$ cat config.mk
export PLATFORM = sky130hd
export DESIGN_NAME = running_median_filter
export DESIGN_NICKNAME = d
export VERILOG_FILES = /design/src/design/rmf_pkg.sv /design/src/design/rmf_cell.sv /design/src/design/running_median_filter.sv
export SDC_FILE = /design/constraint.sdc
export NUM_CORES = 2
export LEC_CHECK = 0
export BUFFER_PORTS_ARGS = -buffer_cell sky130_fd_sc_hd__buf_2
export CAP_MARGIN = 20
export CORE_MARGIN = 2
export CORE_UTILIZATION = 25
export CTS_CLUSTER_SIZE = 28
export DETAILED_ROUTE_END_ITERATION = 16
export GPL_TIMING_DRIVEN = 0
export PLACE_DENSITY = 0.48
export RECOVER_POWER = 25
export SLEW_MARGIN = 40
export SYNTH_ARGS = -nofsm -noshare
export SYNTH_HDL_FRONTEND = slang
export SYNTH_HIERARCHICAL = 1
export SYNTH_SLANG_ARGS = --single-unit
export TNS_END_PERCENT = 20
$ cat constraint.sdc
create_clock -name clk -period 34.2 [get_ports clk]
set_input_delay 1.71 -clock clk [delete_from_list [all_inputs] [get_ports clk]]
set_output_delay 1.71 -clock clk [all_outputs]
set_load 0.1 [all_outputs]
$ cat src/design/rmf_pkg.sv
// Package with the shared types and constants of the running median filter.
`default_nettype none

package rmf_pkg;

  // Width and reset value of the window length register.
  localparam int CFG_LEN_W     = 6;
  localparam int CFG_LEN_RESET = 5;

  // Controls that the top level hands to every cell in the chain.
  typedef struct packed {
    logic shift;  // a new sample enters the chain
    logic cmp;    // probes rotate and cells count smaller keys
  } rmf_cell_ctl_t;

  // Sequencer states, one-hot.
  typedef enum logic [3:0] {
    ST_IDLE = 4'b0001,
    ST_CMP  = 4'b0010,
    ST_SEL  = 4'b0100,
    ST_DONE = 4'b1000
  } rmf_state_t;

endpackage : rmf_pkg

`default_nettype wire

$ cat src/design/rmf_cell.sv
// One window cell: holds a sample, a rotating probe, and the rank of its sample.
`default_nettype none

module rmf_cell #(
  parameter int SAMPLE_WIDTH = 16,
  parameter int IDX_W        = 5,
  parameter int CELL_IDX     = 0
) (
  input  wire logic                       clk,
  input  wire rmf_pkg::rmf_cell_ctl_t     ctl,
  input  wire logic [SAMPLE_WIDTH-1:0]    val_in,
  output logic      [SAMPLE_WIDTH-1:0]    val_out,
  input  wire logic [SAMPLE_WIDTH-1:0]    probe_val_in,
  input  wire logic [IDX_W-1:0]           probe_idx_in,
  output logic      [SAMPLE_WIDTH-1:0]    probe_val_out,
  output logic      [IDX_W-1:0]           probe_idx_out,
  output logic      [IDX_W-1:0]           rank_out
);
  import rmf_pkg::*;

  logic [SAMPLE_WIDTH-1:0] val_r;
  logic [SAMPLE_WIDTH-1:0] probe_val_r;
  logic [IDX_W-1:0]        probe_idx_r;
  logic [IDX_W-1:0]        rank_r;
  logic                    probe_less;

  // The probe key is smaller when its value is smaller, or equal with a lower position.
  // The position breaks ties so every cell in the window gets a distinct rank.
  assign probe_less = ($signed(probe_val_r) < $signed(val_r)) ||
                      ((probe_val_r == val_r) && (probe_idx_r < IDX_W'(CELL_IDX)));

  // Shift in a new sample, or rotate the probe and count smaller keys.
  always_ff @(posedge clk) begin
    if (ctl.shift) begin
      val_r       <= val_in;
      probe_val_r <= val_in;
      probe_idx_r <= IDX_W'(CELL_IDX);
      rank_r      <= '0;
    end else if (ctl.cmp) begin
      probe_val_r <= probe_val_in;
      probe_idx_r <= probe_idx_in;
      if (probe_less) begin
        rank_r <= rank_r + 1'b1;
      end
    end
  end

  assign val_out       = val_r;
  assign probe_val_out = probe_val_r;
  assign probe_idx_out = probe_idx_r;
  assign rank_out      = rank_r;

endmodule : rmf_cell

`default_nettype wire

$ cat src/design/running_median_filter.sv
// Top level of the sliding-window median filter built on a chain of rank cells.
//
//  Channel | Ports              | Contents (lowest bit first)
//  --------+--------------------+---------------------------------------------
//  in      | in_tvalid/tready   | tdata: sample; tuser: start_of_series
//  out     | out_tvalid/tready  | tdata: median_twice; tuser: median_valid
//  cfg     | cfg_tvalid/tready  | tdata: window_length (6 bits)
//
// When the window is full an item passes through these steps: shift the sample into
// the cell chain, rotate the probes around the chain, pick and add the middle
// values, and hand off to the output. While the window is still filling an item
// goes from the shift straight to the hand-off.
// Reset (rst_n low, synchronous) empties the output, sets the length to 5, and
// zeros the fill count. A stalled output holds its transaction while the chain
// already works on the next sample.
`default_nettype none

module running_median_filter #(
  parameter int WINDOW_MAX   = 32,
  parameter int SAMPLE_WIDTH = 16
) (
  input  wire logic                                    clk,
  input  wire logic                                    rst_n,
  // in_tdata: sample
  input  wire logic [((SAMPLE_WIDTH+7)/8)*8-1:0]       in_tdata,
  // in_tuser: start_of_series
  input  wire logic                                    in_tuser,
  input  wire logic                                    in_tvalid,
  output logic                                         in_tready,
  // out_tdata: median_twice
  output logic      [((SAMPLE_WIDTH+8)/8)*8-1:0]       out_tdata,
  // out_tuser: median_valid
  output logic                                         out_tuser,
  output logic                                         out_tvalid,
  input  wire logic                                    out_tready,
  // cfg_tdata: window_length
  input  wire logic [7:0]                              cfg_tdata,
  input  wire logic                                    cfg_tvalid,
  output logic                                         cfg_tready
);
  import rmf_pkg::*;

  localparam int OUT_DW = ((SAMPLE_WIDTH + 8) / 8) * 8;
  localparam int LEN_W  = $clog2(WINDOW_MAX + 1);
  localparam int IDX_W  = (WINDOW_MAX > 1) ? $clog2(WINDOW_MAX) : 1;

  rmf_state_t              state_r, state_nxt;
  logic [CFG_LEN_W-1:0]    cfg_len_r;
  logic [LEN_W-1:0]        fill_r, fill_nxt, fill_base;
  logic [LEN_W-1:0]        eff_len;
  logic [LEN_W-1:0]        cnt_r;
  logic                    res_valid_r;
  logic [SAMPLE_WIDTH:0]   res_med_r;
  logic                    out_tvalid_r;
  logic                    out_tuser_r;
  logic [SAMPLE_WIDTH:0]   out_med_r;
  logic                    in_xact;
  logic                    out_load;
  rmf_cell_ctl_t           cell_ctl;
  logic [IDX_W-1:0]        tgt_hi, tgt_lo;
  logic [SAMPLE_WIDTH-1:0] lo_val, hi_val;
  logic [SAMPLE_WIDTH:0]   med_sum;

  logic [SAMPLE_WIDTH-1:0] val_w       [WINDOW_MAX];
  logic [SAMPLE_WIDTH-1:0] probe_val_w [WINDOW_MAX];
  logic [IDX_W-1:0]        probe_idx_w [WINDOW_MAX];
  logic [IDX_W-1:0]        rank_w      [WINDOW_MAX];

  assign cfg_tready = 1'b1;
  assign in_tready  = (state_r == ST_IDLE);
  assign in_xact    = in_tvalid && in_tready;

  // Window length register.
  always_ff @(posedge clk) begin
    if (!rst_n) begin
      cfg_len_r <= CFG_LEN_W'(CFG_LEN_RESET);
    end else if (cfg_tvalid && cfg_tready) begin
      cfg_len_r <= cfg_tdata[CFG_LEN_W-1:0];
    end
  end

  // Effective length: zero counts as one, large values clip to the chain length.
  always_comb begin
    if (cfg_len_r == '0) begin
      eff_len = LEN_W'(1);
    end else if (32'(cfg_len_r) > WINDOW_MAX) begin
      eff_len = LEN_W'(WINDOW_MAX);
    end else begin
      eff_len = LEN_W'(cfg_len_r);
    end
  end

  // Fill count after this sample, restarting on start_of_series and saturating at the chain length.
  always_comb begin
    fill_base = in_tuser ? '0 : fill_r;
    fill_nxt  = (fill_base != LEN_W'(WINDOW_MAX)) ? fill_base + 1'b1 : fill_base;
  end

  always_ff @(posedge clk) begin
    if (!rst_n) begin
      fill_r <= '0;
    end else if (in_xact) begin
      fill_r <= fill_nxt;
    end
  end

  // Cell controls.
  assign cell_ctl.shift = in_xact;
  assign cell_ctl.cmp   = (state_r == ST_CMP);

  // The chain of cells; probes rotate within the first eff_len cells.
  for (genvar i = 0; i < WINDOW_MAX; i++) begin : g_cell
    logic [SAMPLE_WIDTH-1:0] cell_val_in;
    logic [SAMPLE_WIDTH-1:0] cell_pv_in;
    logic [IDX_W-1:0]        cell_pi_in;

    if (i == 0) begin : g_head
      assign cell_val_in = in_tdata[SAMPLE_WIDTH-1:0];
    end else begin : g_body
      assign cell_val_in = val_w[i-1];
    end

    if (i == WINDOW_MAX - 1) begin : g_tail
      assign cell_pv_in = probe_val_w[0];
      assign cell_pi_in = probe_idx_w[0];
    end else begin : g_mid
      assign cell_pv_in = (LEN_W'(i) == eff_len - 1'b1) ? probe_val_w[0] : probe_val_w[i+1];
      assign cell_pi_in = (LEN_W'(i) == eff_len - 1'b1) ? probe_idx_w[0] : probe_idx_w[i+1];
    end

    rmf_cell #(
      .SAMPLE_WIDTH (SAMPLE_WIDTH),
      .IDX_W        (IDX_W),
      .CELL_IDX     (i)
    ) u_cell (
      .clk           (clk),
      .ctl           (cell_ctl),
      .val_in        (cell_val_in),
      .val_out       (val_w[i]),
      .probe_val_in  (cell_pv_in),
      .probe_idx_in  (cell_pi_in),
      .probe_val_out (probe_val_w[i]),
      .probe_idx_out (probe_idx_w[i]),
      .rank_out      (rank_w[i])
    );
  end

  // Middle ranks: equal for odd lengths, adjacent for even lengths.
  assign tgt_hi = IDX_W'(eff_len >> 1);
  assign tgt_lo = eff_len[0] ? tgt_hi : tgt_hi - 1'b1;

  // Pick the cells that hold the middle ranks inside the window.
  always_comb begin
    lo_val = '0;
    hi_val = '0;
    for (int i = 0; i < WINDOW_MAX; i++) begin
      if (LEN_W'(i) < eff_len) begin
        if (rank_w[i] == tgt_lo) begin
          lo_val = lo_val | val_w[i];
        end
        if (rank_w[i] == tgt_hi) begin
          hi_val = hi_val | val_w[i];
        end
      end
    end
  end

  assign med_sum = {lo_val[SAMPLE_WIDTH-1], lo_val} + {hi_val[SAMPLE_WIDTH-1], hi_val};

  // The output register is free, or frees up in this cycle.
  assign out_load = (state_r == ST_DONE) && (!out_tvalid_r || out_tready);

  // Sequencer next state.
  always_comb begin
    state_nxt = state_r;
    unique case (state_r)
      ST_IDLE: begin
        if (in_xact) begin
          state_nxt = (fill_nxt >= eff_len) ? ST_CMP : ST_DONE;
        end
      end
      ST_CMP: begin
        if (cnt_r == eff_len - 1'b1) begin
          state_nxt = ST_SEL;
        end
      end
      ST_SEL: begin
        state_nxt = ST_DONE;
      end
      ST_DONE: begin
        if (out_load) begin
          state_nxt = ST_IDLE;
        end
      end
      default: begin
        state_nxt = ST_IDLE;
      end
    endcase
  end

  always_ff @(posedge clk) begin
    if (!rst_n) begin
      state_r <= ST_IDLE;
    end else begin
      state_r <= state_nxt;
    end
  end

  // Rotation counter and result register.
  always_ff @(posedge clk) begin
    if (in_xact) begin
      cnt_r       <= '0;
      res_valid_r <= (fill_nxt >= eff_len);
      res_med_r   <= '0;
    end else if (state_r == ST_CMP) begin
      cnt_r <= cnt_r + 1'b1;
    end else if (state_r == ST_SEL) begin
      res_med_r <= med_sum;
    end
  end

  // Output register.
  always_ff @(posedge clk) begin
    if (!rst_n) begin
      out_tvalid_r <= 1'b0;
    end else if (out_load) begin
      out_tvalid_r <= 1'b1;
    end else if (out_tready) begin
      out_tvalid_r <= 1'b0;
    end
  end

  always_ff @(posedge clk) begin
    if (out_load) begin
      out_tuser_r <= res_valid_r;
      out_med_r   <= res_med_r;
    end
  end

  assign out_tvalid = out_tvalid_r;
  assign out_tuser  = out_tuser_r;
  assign out_tdata  = OUT_DW'(out_med_r);

endmodule : running_median_filter

`default_nettype wire

== Word level (Yosys, flattened, before mapping) ==
Index checks and enable logic that the tools add are counted.

* Bits in writable memories: 0
* ROM bits: 0
* Word-level logic and storage cells: 845
* Register bits after elaboration: 1403
* Latch bits: 0
* Memories: 0

* Multiply operators: 0
* Shifts and indexed selects: 0
* Multiplexer cells: 265
* Eq/ne operators: 136
* $add $sub $neg: 37
* Reduce and logical (&&, ||, !) cells: 108
* Bitwise gates (word level): 64
* Div/mod/pow operators: 0
* Magnitude comparators: 98

{| class="wikitable"
|+ Operators by type and width
! operator !! number
|-
| 16-bit 2-to-1 mux || 223
|-
| 16-bit bitwise OR || 62
|-
| 16-bit equality test || 32
|-
| 16-bit less-than comparator || 32
|-
| 5-bit equality test || 64
|-
| 5-bit by 1-bit adder with 5-bit output, second input constant || 32
|-
| 5-bit 2-to-1 mux || 31
|-
| 5-bit by 6-bit less-than comparator with 1-bit output, first input constant || 16
|-
| 5-bit by 6-bit equality test with 1-bit output, first input constant || 15
|-
| 5-bit less-than comparator, second input constant || 16
|-
| 2-bit AND reduction || 35
|-
| 4-bit by 6-bit equality test with 1-bit output, first input constant || 8
|-
| 4-bit by 6-bit less-than comparator with 1-bit output, first input constant || 8
|-
| 5-bit by 4-bit less-than comparator with 1-bit output, second input constant || 8
|-
| 1-bit logical AND || 34
|-
| 1-bit logical OR || 33
|-
| 3-bit by 6-bit equality test with 1-bit output, first input constant || 4
|-
| 3-bit by 6-bit less-than comparator with 1-bit output, first input constant || 4
|-
| 6-bit 2-to-1 mux || 4
|-
| 5-bit by 3-bit less-than comparator with 1-bit output, second input constant || 4
|-
| 16-bit by 16-bit adder with 17-bit output || 1
|-
| 4-bit 2-to-1 mux || 4
|-
| 4-bit case mux with 4 select lines || 1
|-
| 6-bit by 1-bit adder with 6-bit output, second input constant || 2
|-
| other kinds (24) || 35
|}

== Logic depth before layout (Yosys ltp) ==
* Depth in word-level cells: 102
* Mapped depth: 29
* Depth with buffers taken out: 23

== By module ==
The synthesis kept the hierarchy.

{| class="wikitable"
|+ Modules (own cells, without submodules)
! module !! sequential area each (um^2) !! area each (um^2) !! instances !! cells an instance
|-
| running_median_filter || 1371.3 || 24153.2 || 1 || 3124
|-
| rmf_cell at g_cell[26].u_cell ... || 1161.1 || 2077.0 || 2 || 160
|-
| rmf_cell at g_cell[29].u_cell ... || 1161.1 || 2070.7 || 2 || 157
|-
| rmf_cell at g_cell[15].u_cell ... || 1161.1 || 2040.7 || 2 || 157
|-
| rmf_cell at g_cell[25].u_cell || 1161.1 || 2122.0 || 1 || 167
|-
| rmf_cell at g_cell[23].u_cell || 1161.1 || 2089.5 || 1 || 159
|-
| rmf_cell at g_cell[27].u_cell || 1161.1 || 2080.7 || 1 || 162
|-
| rmf_cell at g_cell[22].u_cell || 1161.1 || 2078.2 || 1 || 161
|-
| rmf_cell at g_cell[20].u_cell || 1161.1 || 2064.5 || 1 || 157
|-
| rmf_cell at g_cell[17].u_cell || 1161.1 || 2063.2 || 1 || 157
|-
| rmf_cell at g_cell[31].u_cell || 1161.1 || 2062.0 || 1 || 159
|-
| rmf_cell at g_cell[18].u_cell || 1161.1 || 2052.0 || 1 || 156
|-
| rmf_cell at g_cell[3].u_cell || 1161.1 || 2049.5 || 1 || 156
|-
| rmf_cell at g_cell[4].u_cell || 1161.1 || 2043.2 || 1 || 159
|-
| 16 more rows || - || - || - || -
|}

== Worst setup path before layout ==
Ideal clock, no wire load.

* Path kind: register -> register
* From: register state_r[3]
* To: register g_cell[18].u_cell.probe_val_r[0] (enable)
* Cell stages (with the launch flop): 8
* Setup slack: 11286 ps
* Arrival time: 22580 ps
* Path through: dfxtp_1 > nor4b_1 > nand2_1 > clkinv_1 > buf_1 > buf_4 > buf_2 > or2_2

{| class="wikitable"
|+ RTL lines
! what !! line !! RTL
|-
| from (decl) || running_median_filter.sv:47 || <nowiki>rmf_state_t state_r, state_nxt;</nowiki>
|-
| from (signal assigned) || running_median_filter.sv:205 || <nowiki>state_r <= state_nxt;</nowiki>
|-
| to (signal assigned) || rmf_cell.sv:36 || <nowiki>probe_val_r <= val_in;</nowiki>
|-
| to (signal assigned) || rmf_cell.sv:40 || <nowiki>probe_val_r <= probe_val_in;</nowiki>
|-
| to (decl) || rmf_cell.sv:22 || <nowiki>logic [SAMPLE_WIDTH-1:0] probe_val_r;</nowiki>
|}

== Final worst setup path ==
* From: register cfg_len_r[5]
* To: register res_med_r[14]

* Cells in the longest elaborated chain, start to end: 102

{| class="wikitable"
|+ RTL lines
! what !! line !! RTL
|-
| from (decl) || running_median_filter.sv:48 || <nowiki>logic [CFG_LEN_W-1:0] cfg_len_r;</nowiki>
|-
| from (signal assigned) || running_median_filter.sv:76 || <nowiki>cfg_len_r <= CFG_LEN_W'(CFG_LEN_RESET);</nowiki>
|-
| from (signal assigned) || running_median_filter.sv:78 || <nowiki>cfg_len_r <= cfg_tdata[CFG_LEN_W-1:0];</nowiki>
|-
| 6-bit greater-than comparator || running_median_filter.sv:86 || <nowiki>end else if (32'(cfg_len_r) > WINDOW_MAX) begin</nowiki>
|-
| 6-bit 2-to-1 mux || running_median_filter.sv:86 ||
|-
| 6-bit 2-to-1 mux (*) || running_median_filter.sv:84 || <nowiki>if (cfg_len_r == '0) begin</nowiki>
|-
| 5-bit by 1-bit subtractor with 5-bit output || running_median_filter.sv:150 || <nowiki>assign tgt_lo = eff_len[0] ? tgt_hi : tgt_hi - 1'b1;</nowiki>
|-
| 5-bit 2-to-1 mux || running_median_filter.sv:150 ||
|-
| 5-bit equality test || running_median_filter.sv:158 || <nowiki>if (rank_w[i] == tgt_lo) begin</nowiki>
|-
| 16-bit 2-to-1 mux || running_median_filter.sv:158 ||
|-
| 16-bit 2-to-1 mux || running_median_filter.sv:157 || <nowiki>if (LEN_W'(i) < eff_len) begin</nowiki>
|-
| (+86 left out) || - ||
|-
| 16-bit 2-to-1 mux || running_median_filter.sv:157 ||
|-
| 16-bit bitwise OR || running_median_filter.sv:159 || <nowiki>lo_val = lo_val | val_w[i];</nowiki>
|-
| 16-bit 2-to-1 mux || running_median_filter.sv:158 ||
|-
| 16-bit 2-to-1 mux || running_median_filter.sv:157 ||
|-
| 16-bit bitwise OR || running_median_filter.sv:159 ||
|-
| 16-bit 2-to-1 mux || running_median_filter.sv:158 ||
|-
| 16-bit 2-to-1 mux || running_median_filter.sv:157 ||
|-
| 16-bit by 16-bit adder with 17-bit output (*) || running_median_filter.sv:168 || <nowiki>assign med_sum = {lo_val[SAMPLE_WIDTH-1], lo_val} + {hi_val[SAMPLE_WIDTH-1], hi_val};</nowiki>
|-
| to (signal assigned) || running_median_filter.sv:218 || <nowiki>res_med_r <= med_sum;</nowiki>
|-
| to (decl) || running_median_filter.sv:53 || <nowiki>logic [SAMPLE_WIDTH:0] res_med_r;</nowiki>
|}

Every way passes the cells marked *; elsewhere a longest branch is shown, timed or not.
A chain may end at the register's enable or synchronous reset.

==> impl_metrics.toml <==
[run_status]
status = "completed"

[clock_tree]
cts-resized-gates = 0
ctsHoldBuffers = 0
cts.reportedPaths.clkPinSlew_ns = 0.06
h-tree-depth = 4
post_cts_buffers = 0
clock_latency_ns = 0.94
cts_tree = "built"
cts_root_buffer = "clkbuf_16"
clk_path_buf_depth = 4
numCtsBuffers = 176
cts.sinks = 1403

[grt]
grt_overflow = 0
grt_usage = 0.3554
grt_max_degree = 27
grt_pass1_wl_um = 831100
first_global_vias = 74408
grt_antenna_before_repair = 185

[synth]
synthCells = 8127
yosysWarnings = 6
synth-seq-cells = 1403
synth_ff_type = "edfxtp_1"
synth_edf_count = 1043
yosysSeqAreaShare = 0.4299
synth_area_sq_um = 89620
synth_area_per_cell_sq_um = 11.03
async_flop_share = 0
synth.distinct_cells = 132

[sta]
setup_violations = 0
period_share = 0.3116
maxSlewHeadroom = 0.01208
period_needed_ns = 10.66
fmax_mhz = 93.85
hold-worst-slack_ns = 0.4192
hold_violations = 0
finClkSkew_ns = 0.08975
rsz0062_at_grt = "false"
finalSetupTns_ns = 0
tightest_slew_ns = 1.482
final_max_slew_viol_count = 0

[route]
wirelength_um = 665700
drcViolationCount = 0
wire_per_inst_um = 48.80
drtAntennaViolNets = 0
drt_iter0_markers = 11097
vias = 79129
via_per_inst = 5.800
drt-pass1-iter-count = 8

[run]
cap_viol_max_count = 0

[floorplan]
core_area_sq_um = 356200
die_height_um = 602.7
ioPinCount = 58
die_x_um = 602.7
start_util = 0.2516
rows = 219
die_area_sq_um = 363300

[hold_path]
min_path_cells = 0
hold_path.class = "reg2reg"

[layout]
regArea_sq_um = 38540
area_growth_pct = 18.84
multi_input_area_sq_um = 47470
drive_gt1_frac = 0.2671
nFillCells = 36729
nets = 9268

[power_and_ir_drop]
power.leakage_nw = 39.30
p_per_area_nw_per_um2 = 65.50
vdd_drop_max_uv = 37.59

[worst_setup_path]
crit_path_max_incr_delay_ns = 0.84
crit_family = "buffers and inverters"
critPathBufInv = 9
critical_path_required_ns = 35.03
reg2reg_depth = 27
timing_worst_setup_path_type = "reg2reg"
setup.worst_path.end_class = "flop"
slowest_stage = "buf_2"
r2r_setup_slack_ns = 23.54
worstSetupPathDepth = 27
worst_setup_path_start_kind = "flop"
crit_arrival_ns = 11.49
critPathMaxFanout = 10

[placed_design]
gp_congestion = 1.071
numPortBuffers = 46
dp_hpwl_um = 549100
[metrics by stage]
step                instances  cell area (sq um)    util  setup WS [ns]  power (mW)
finish                  13642             106500  0.2990          23.54       6.977
global route            13576             106300  0.2985          23.93       7.133
floorplan                8133              89650       -          11.29       3.659
detailed placement      13232             100800  0.2829          24.19       4.997
CTS                     13558             106500  0.2991          24.15       6.926
global placement        12930              95820  0.2690          2.675       5.009
[routing by layer]
layer / vias up / wire length [um] / part of all wire / track usage
met5: - / 205 / 0.00031 / 0
met4: 28 / 42610 / 0.064 / 0.1956
met3: 1005 / 51440 / 0.077 / 0.06894
met2: 4573 / 288500 / 0.43 / 0.5437
met1: 41617 / 282900 / 0.43 / 0.4694
li1: 31906 / - / - / -
[power by group]
part           leakage [nW]  switching [mW]  internal, mW
Clock                  2.80           0.831          1.08
Combinational          23.7            1.50         0.804
Sequential             12.8           0.572          2.19
[Yosys cell counts, drive strengths merged (66+ instances only)]
library cell	n	share of area
mux2	1240	0.16
nor2b	216	0.015
dfxtp	360	0.080
o21ai	184	0.010
edfxtp	1043	0.35
a22oi	141	0.012
clkbuf	285	0.012
nand2b	105	0.0074
buf	202	0.012
nand2	324	0.014
a21oi	314	0.018
inv	602	0.025
nor2	353	0.015
a32oi	81	0.0081
or4	78	0.0073
xnor2	152	0.015
and3	66	0.0047
ha	575	0.080
nand3	210	0.012
a211o	88	0.0086
nand4	232	0.018
nor3	89	0.0052
mux2i	122	0.014
a211oi	71	0.0073
xor2	112	0.011
[cell type report]
class | instances | area share
multi-input combinational | 5633 | 0.4457
clock inverter | 91 | 0.008658
timing repair buffer | 351 | 0.03618
tap | 4751 | 0.05581
sequential | 1403 | 0.3618
buffer | 487 | 0.02284
clock buffer | 235 | 0.04563
inverter | 610 | 0.02150
antenna | 81 | 0.001903
[placed cells by master (no fill, tap or decap), types with 41 or more instances in the layout]
master,instances
nand2_1,313
a21o_1,42
clkbuf_2,124
o211ai_1,44
a31oi_1,45
edfxtp_1,1043
a21oi_1,294
o21ai_0,146
and2_1,41
o31ai_1,52
ha_1,575
a211o_1,88
mux2_1,102
nand3_1,208
nor3_1,68
buf_16,45
a22o_1,45
mux2i_1,122
nor2_1,339
a22oi_1,140
inv_1,601
xor2_1,111
mux2_2,1128
buf_4,68
buf_6,56
nand2b_1,104
dfxtp_1,354
a32oi_1,77
clkbuf_16,179
clkbuf_1,221
or4_1,60
a211oi_1,53
and3_1,65
diode_2,81
nand4_1,213
xnor2_1,146
buf_2,245
nor2b_1,214
[registers in the layout, indices dropped and copies added (netlist names)]
signal / count
g_cell.u_cell/val_out: 512
res_valid_r: 1
out_tuser: 1
out_med_r: 17
g_cell.u_cell/probe_val_out: 512
out_tvalid: 1
state_r: 4
g_cell.u_cell/rank_out: 160
cfg_len_r: 6
g_cell.u_cell/probe_idx_out: 160
cnt_r: 6
fill_r: 6
res_med_r: 17
[path summary, 6_finish.rpt]
| kind | startpoint | end |
|---|---|---|
| worst max-delay path | cfg_len_r[5]$_SDFFE_PN0P_ | res_med_r[14]$_SDFFE_PP0P_ |
| worst min-delay path | res_valid_r$_DFFE_PP_ | out_tuser$_DFFE_PP_ |
| worst max register to register | cfg_len_r[5]$_SDFFE_PN0P_ | res_med_r[14]$_SDFFE_PP0P_ |
| worst min register to register | res_valid_r$_DFFE_PP_ | out_tuser$_DFFE_PP_ |
[kinds of logic after synthesis]
| family | Yosys count | synth area share |
|---|---|---|
| xor gates and xnor gates | 264 | 0.02580 |
| DFF | 1403 | 0.4299 |
| and+or+nand+nor | 1956 | 0.1225 |
| AOI/OAI and AO/OA | 1467 | 0.1217 |
| muxes | 1362 | 0.1698 |
| other | 2 | 0.00008380 |
| adders and majority gates | 576 | 0.08050 |
| buffers and inverters | 1097 | 0.04974 |
No activity file was read; power rests on OpenSTA's default activity.
